### config.mk
export PLATFORM = sky130hd
export DESIGN_NAME = atb_divider
export DESIGN_NICKNAME = d
export VERILOG_FILES = /design/src/hdl/atb_divider.sv
export SDC_FILE = /design/constraint.sdc
export NUM_CORES = 1
export LEC_CHECK = 0
export BUFFER_PORTS_ARGS = -buffer_cell sky130_fd_sc_hd__buf_2
export CORE_ASPECT_RATIO = 0.8
export CORE_MARGIN = 8
export CORE_UTILIZATION = 50
export CTS_CLUSTER_DIAMETER = 30
export DETAILED_ROUTE_END_ITERATION = 12
export PLACE_DENSITY = 0.74
export SETUP_SLACK_MARGIN = 0.5
export SLEW_MARGIN = 20
export SYNTH_ARGS = -nofsm -noshare
export SYNTH_HDL_FRONTEND = slang
export SYNTH_SLANG_ARGS = --single-unit
### constraint.sdc
create_clock -name i_clk -period 5.7 [get_ports i_clk]
set_input_delay 0 -clock i_clk [delete_from_list [all_inputs] [get_ports i_clk]]
set_output_delay 0 -clock i_clk [all_outputs]
set_load 0.02 [all_outputs]
### src/hdl/atb_divider.sv
// restoring divider: floor(a * 2^F / t), saturated at 2^F, one quotient bit per cycle
`timescale 1ns / 1ps
`default_nettype none
module atb_divider #(
    parameter int unsigned VAL_W = 44,
    parameter int unsigned FRAC_BITS = 16
) (
    input  wire logic                 i_clk,
    input  wire logic                 i_rst_n,
    input  wire logic                 i_start,
    input  wire logic [VAL_W-1:0]     i_num,
    input  wire logic [VAL_W-1:0]     i_den,
    output logic                      o_done,
    output logic [FRAC_BITS:0]        o_quot
);
    localparam int unsigned CNT_W = $clog2(FRAC_BITS + 1);

    logic [VAL_W:0]       r_rem;
    logic [VAL_W-1:0]     r_den;
    logic [FRAC_BITS:0]   r_quot;
    logic [CNT_W-1:0]     r_cnt;
    logic                 r_busy;
    logic                 r_done;
    logic [VAL_W:0]       n_shift;

    assign n_shift = {r_rem[VAL_W-1:0], 1'b0};

    always_ff @(posedge i_clk) begin
        if (!i_rst_n) begin
            r_busy <= 1'b0;
            r_done <= 1'b0;
        end else begin
            r_done <= 1'b0;
            if (i_start) begin
                r_den  <= i_den;
                r_rem  <= {1'b0, i_num};
                r_quot <= '0;
                r_cnt  <= CNT_W'(FRAC_BITS);
                if (i_num >= i_den) begin
                    r_quot <= (FRAC_BITS+1)'(1) << FRAC_BITS;
                    r_done <= 1'b1;
                end else begin
                    r_busy <= 1'b1;
                end
            end else if (r_busy) begin
                if (n_shift >= {1'b0, r_den}) begin
                    r_rem  <= n_shift - {1'b0, r_den};
                    r_quot <= {r_quot[FRAC_BITS-1:0], 1'b1};
                end else begin
                    r_rem  <= n_shift;
                    r_quot <= {r_quot[FRAC_BITS-1:0], 1'b0};
                end
                r_cnt <= r_cnt - 1'b1;
                if (r_cnt == CNT_W'(1)) begin
                    r_busy <= 1'b0;
                    r_done <= 1'b1;
                end
            end
        end
    end

    assign o_done = r_done;
    assign o_quot = r_quot;
endmodule
`default_nettype wire

==> summary.md <==
| Metric | Value |
|---|---|
| Status | `finished clean` |
| Wire per inst | `17.5 µm` |
| Placed cell count | `1194` |
| Syn_nets | `1070` |
| Worst-Margin Slew | `0.835 ns` |
| Rows | `43` |
| Critical path, cell by cell | `ha_1, nand4_1, nor2_1, nand3_1, or4_4, o41ai_2, a211oi_2, o21ai_4, buf_4, mux2i_1, a21oi_1` |
| Violation count after the first detailed-route iteration | `594` |
| Required time worst endpoint | `5.81 ns` |
| P&R area growth vs syn | `19.1%` |
| Seq cells post-synth | `112` |
| Max Clk Rate | `243 MHz` |
| Critical path data arrival time | `4.21 ns` |
| Clk sinks | `112` |
| Vias per cell | `5.66` |
| CTS tree | `built` |
| Mapped cell area | `8630 µm²` |
| YS warnings | `0` |
| Setup TNS | `0 ns` |
| Synth area leaders | `edfxtp_1, ha_1, inv_1` |
| HPWL Detailed | `16500 µm` |
| Initial antenna violation count | `0` |
| Largest net degree at the start of global routing | `43` |
| Worst path top cell family by delay | `compound AO/OA/AOI/OAI gates` |
| Fin crit share | `0.721` |
| Setup violations, final | `0` |
| CP max stage delay | `0.67 ns` |
| First-pass iteration count of the detailed router | `5` |
| Met3 WL post-DR | `1520 µm` |
| Share of cells above drive strength 1 | `0.143` |
| Post-CTS Setup Bufs | `0` |
| DIE HEIGHT | `133 µm` |
| Hold Buf Count CTS | `82` |
| Clock skew after layout | `0.0137 ns` |
| Met1 wire length | `10500 µm` |
| Worst vdd ir | `147 µV` |
| Post-synth EDFFs | `110` |
| Unique cell type count in the Yosys netlist | `77` |
| Final wirelength | `22600 µm` |
| WL met2 | `10200 µm` |
| DIE AREA | `21700 µm²` |
| First-pass GRT wire length | `36900 µm` |
| CP Capture Type | `register` |
| Primary FF master, synth | `edfxtp_1` |
| Max layer used | `met4` |
| Core area | `17100 µm²` |
| DR vias | `7309` |
| Synth async-reset ratio | `0` |
| IO Pins | `109` |
| P per Cell Area | `248 nW/µm²` |
| H-tree levels | `3` |
| Tot Pwr | `2.55 mW` |
| Clk slew on worst S/H paths | `0.08 ns` |
| Starting Density | `0.504` |
| Synth Instances | `888` |
| Number of diodes | `0` |
| Avg Cell Area, Syn | `9.71 µm²` |
| Cell taking the most area after synthesis | `edfxtp_1` |
| DR DRC count | `0` |
| Pleak | `4.68 nW` |
| Max-slew headroom | `0.441` |
| GRT overflow | `0` |
| Die X | `163 µm` |
| IO Port Bufs | `108` |
| Nets | `1244` |
| Final Hold Vio Count | `0` |
| Final Max Tran Viols | `0` |
| Seq/Total Area, Yosys | `0.388` |
| Post-DRT Antenna Nets | `0` |
| GRT Total Usage | `0.210` |
| Root Driver | `clkbuf_16` |
| CTS max path bufs | `2` |
| Critical path fanouts, max | `19` |
| CP max-delay cell | `o21ai_4` |
| Max-Cap Viols | `0` |
| Startpoint Class | `register` |
| Clock Latency Late Sink | `0.37 ns` |
| Setup Crit Path Kind | `reg -> reg` |
| CTS resizes | `0` |
| Gpl congestion | `0.912` |
| CTS Buf Count | `9` |
| Minimum clock period | `4.11 ns` |
| HP Class | `in -> reg` |
| Area share of the largest cell type after synthesis | `0.383` |
| WP buf/inv | `1` |
| Post-route insts no fill | `1292` |
| Setup repair after global routing missed its margin | `false` |
| Vias in the first global route | `7291` |
==> worst reg2reg max path, stage by stage (launching register included) <==
cell	delay, ns
edfxtp_1	0.41
ha_1	0.50
nand4_1	0.21
nor2_1	0.23
nand3_1	0.12
or4_4	0.44
o41ai_2	0.37
a211oi_2	0.11
o21ai_4	0.67
buf_4	0.47
mux2i_1	0.25
a21oi_1	0.08
==> metrics by stage <==
stage               instance area, µm²  hold slack, ns   util  worst slack, ns
floorplan                         8630          0.0989      -             2.75
global placement                  9180           0.192  0.536             1.79
detailed placement                9180           0.194  0.536             1.63
CTS                              10300          0.0114  0.601             1.60
global route                     10300          0.0285  0.601             1.37
finish                           10300         0.00544  0.601             1.59
==> layout by cell type, fill, tap and decap left out, drive strengths merged, types with 12 or more instances in the layout <==
cell type      n
nand4         20
and3          12
inv          110
buf          112
nor2b         22
nor3          13
o21ai         43
ha            90
dlygate4sd3   82
a21o          35
edfxtp       110
a21oi         78
o21a          13
nor2          70
nand3         17
nand2         47
xnor2         24
xor2          13
mux2i         32
==> sequential cells by signal, indices dropped and copies added, names as in the netlist <==
signal,flops
o_quot,17
r_rem,44
r_busy,1
o_done,1
r_den,44
r_cnt,5
==> worst paths after layout <==
| path | slack (ns) | start | to | cells after the start |
|---|---|---|---|---|
| hold / removal | 0.005 | i_num[39] | r_rem[39] | 2 |
| setup / recovery | 1.59 | r_rem[32] | r_rem[28] | 11 |
| setup reg to reg | 1.59 | r_rem[32] | r_rem[28] | 11 |
| hold reg to reg | 0.51 | r_busy | r_busy | 1 |
==> cell type report <==
cell class	count	area [µm²]
multi-input cells	639	4580
well taps	225	282
clock buffers	10	229
fillers	1449	6830
flip-flops and latches	112	3340
clock inverters	6	50.0
inverters	106	398
repair buffers	194	1390
==> cell families after synthesis <==
logic type	after synthesis	share of synthesized area
compound gates	240	0.182
flops	112	0.388
fa+ha+maj	91	0.133
mux	34	0.0397
xor+xnor	37	0.0376
simple gates	237	0.138
buf+inv	137	0.0821
==> power breakdown <==
group | switching [mW] | leakage [nW] | total [mW] | internal, mW
Clock | 0.328 | 0.136 | 0.633 | 0.305
Combinational | 0.507 | 3.48 | 0.891 | 0.384
Sequential | 0.0296 | 1.06 | 1.02 | 0.993
Total | 0.864 | 4.68 | 2.55 | 1.68
==> synth_stat cells, types with 3 or more instances <==
| library cell | count |
|---|---|
| edfxtp_1 | 110 |
| inv_1 | 105 |
| ha_1 | 90 |
| a21oi_1 | 78 |
| nor2_1 | 70 |
| nand2_1 | 46 |
| o21ai_0 | 41 |
| a21o_1 | 32 |
| mux2i_1 | 32 |
| xnor2_1 | 24 |
| nor2b_1 | 22 |
| nand4_1 | 20 |
| nand3_1 | 17 |
| nor3_1 | 13 |
| xor2_1 | 13 |
| o21a_1 | 12 |
| a31oi_1 | 10 |
| and3_1 | 10 |
| clkbuf_1 | 10 |
| and2_1 | 7 |
| nand2b_1 | 7 |
| o21bai_1 | 6 |
| clkbuf_8 | 5 |
| o211ai_1 | 5 |
| o31ai_1 | 5 |
| a211oi_1 | 4 |
| buf_2 | 4 |
| nor4_1 | 4 |
| o22a_1 | 4 |
| or2_2 | 4 |
| a21boi_0 | 3 |
| a21o_2 | 3 |
| a221oi_1 | 3 |
| a311o_1 | 3 |
| a41oi_1 | 3 |
| and4_1 | 3 |
| buf_12 | 3 |
| buf_4 | 3 |
| o31a_1 | 3 |
| or3_1 | 3 |
==> per-layer routing <==
metal / vias to the layer above / GRT usage
met5: - / 0
met2: 270 / 0.327
li1: 3585 / -
met4: 0 / 0.0473
met1: 3428 / 0.290
met3: 26 / 0.0475
Power figures use the tool's default switching activity.
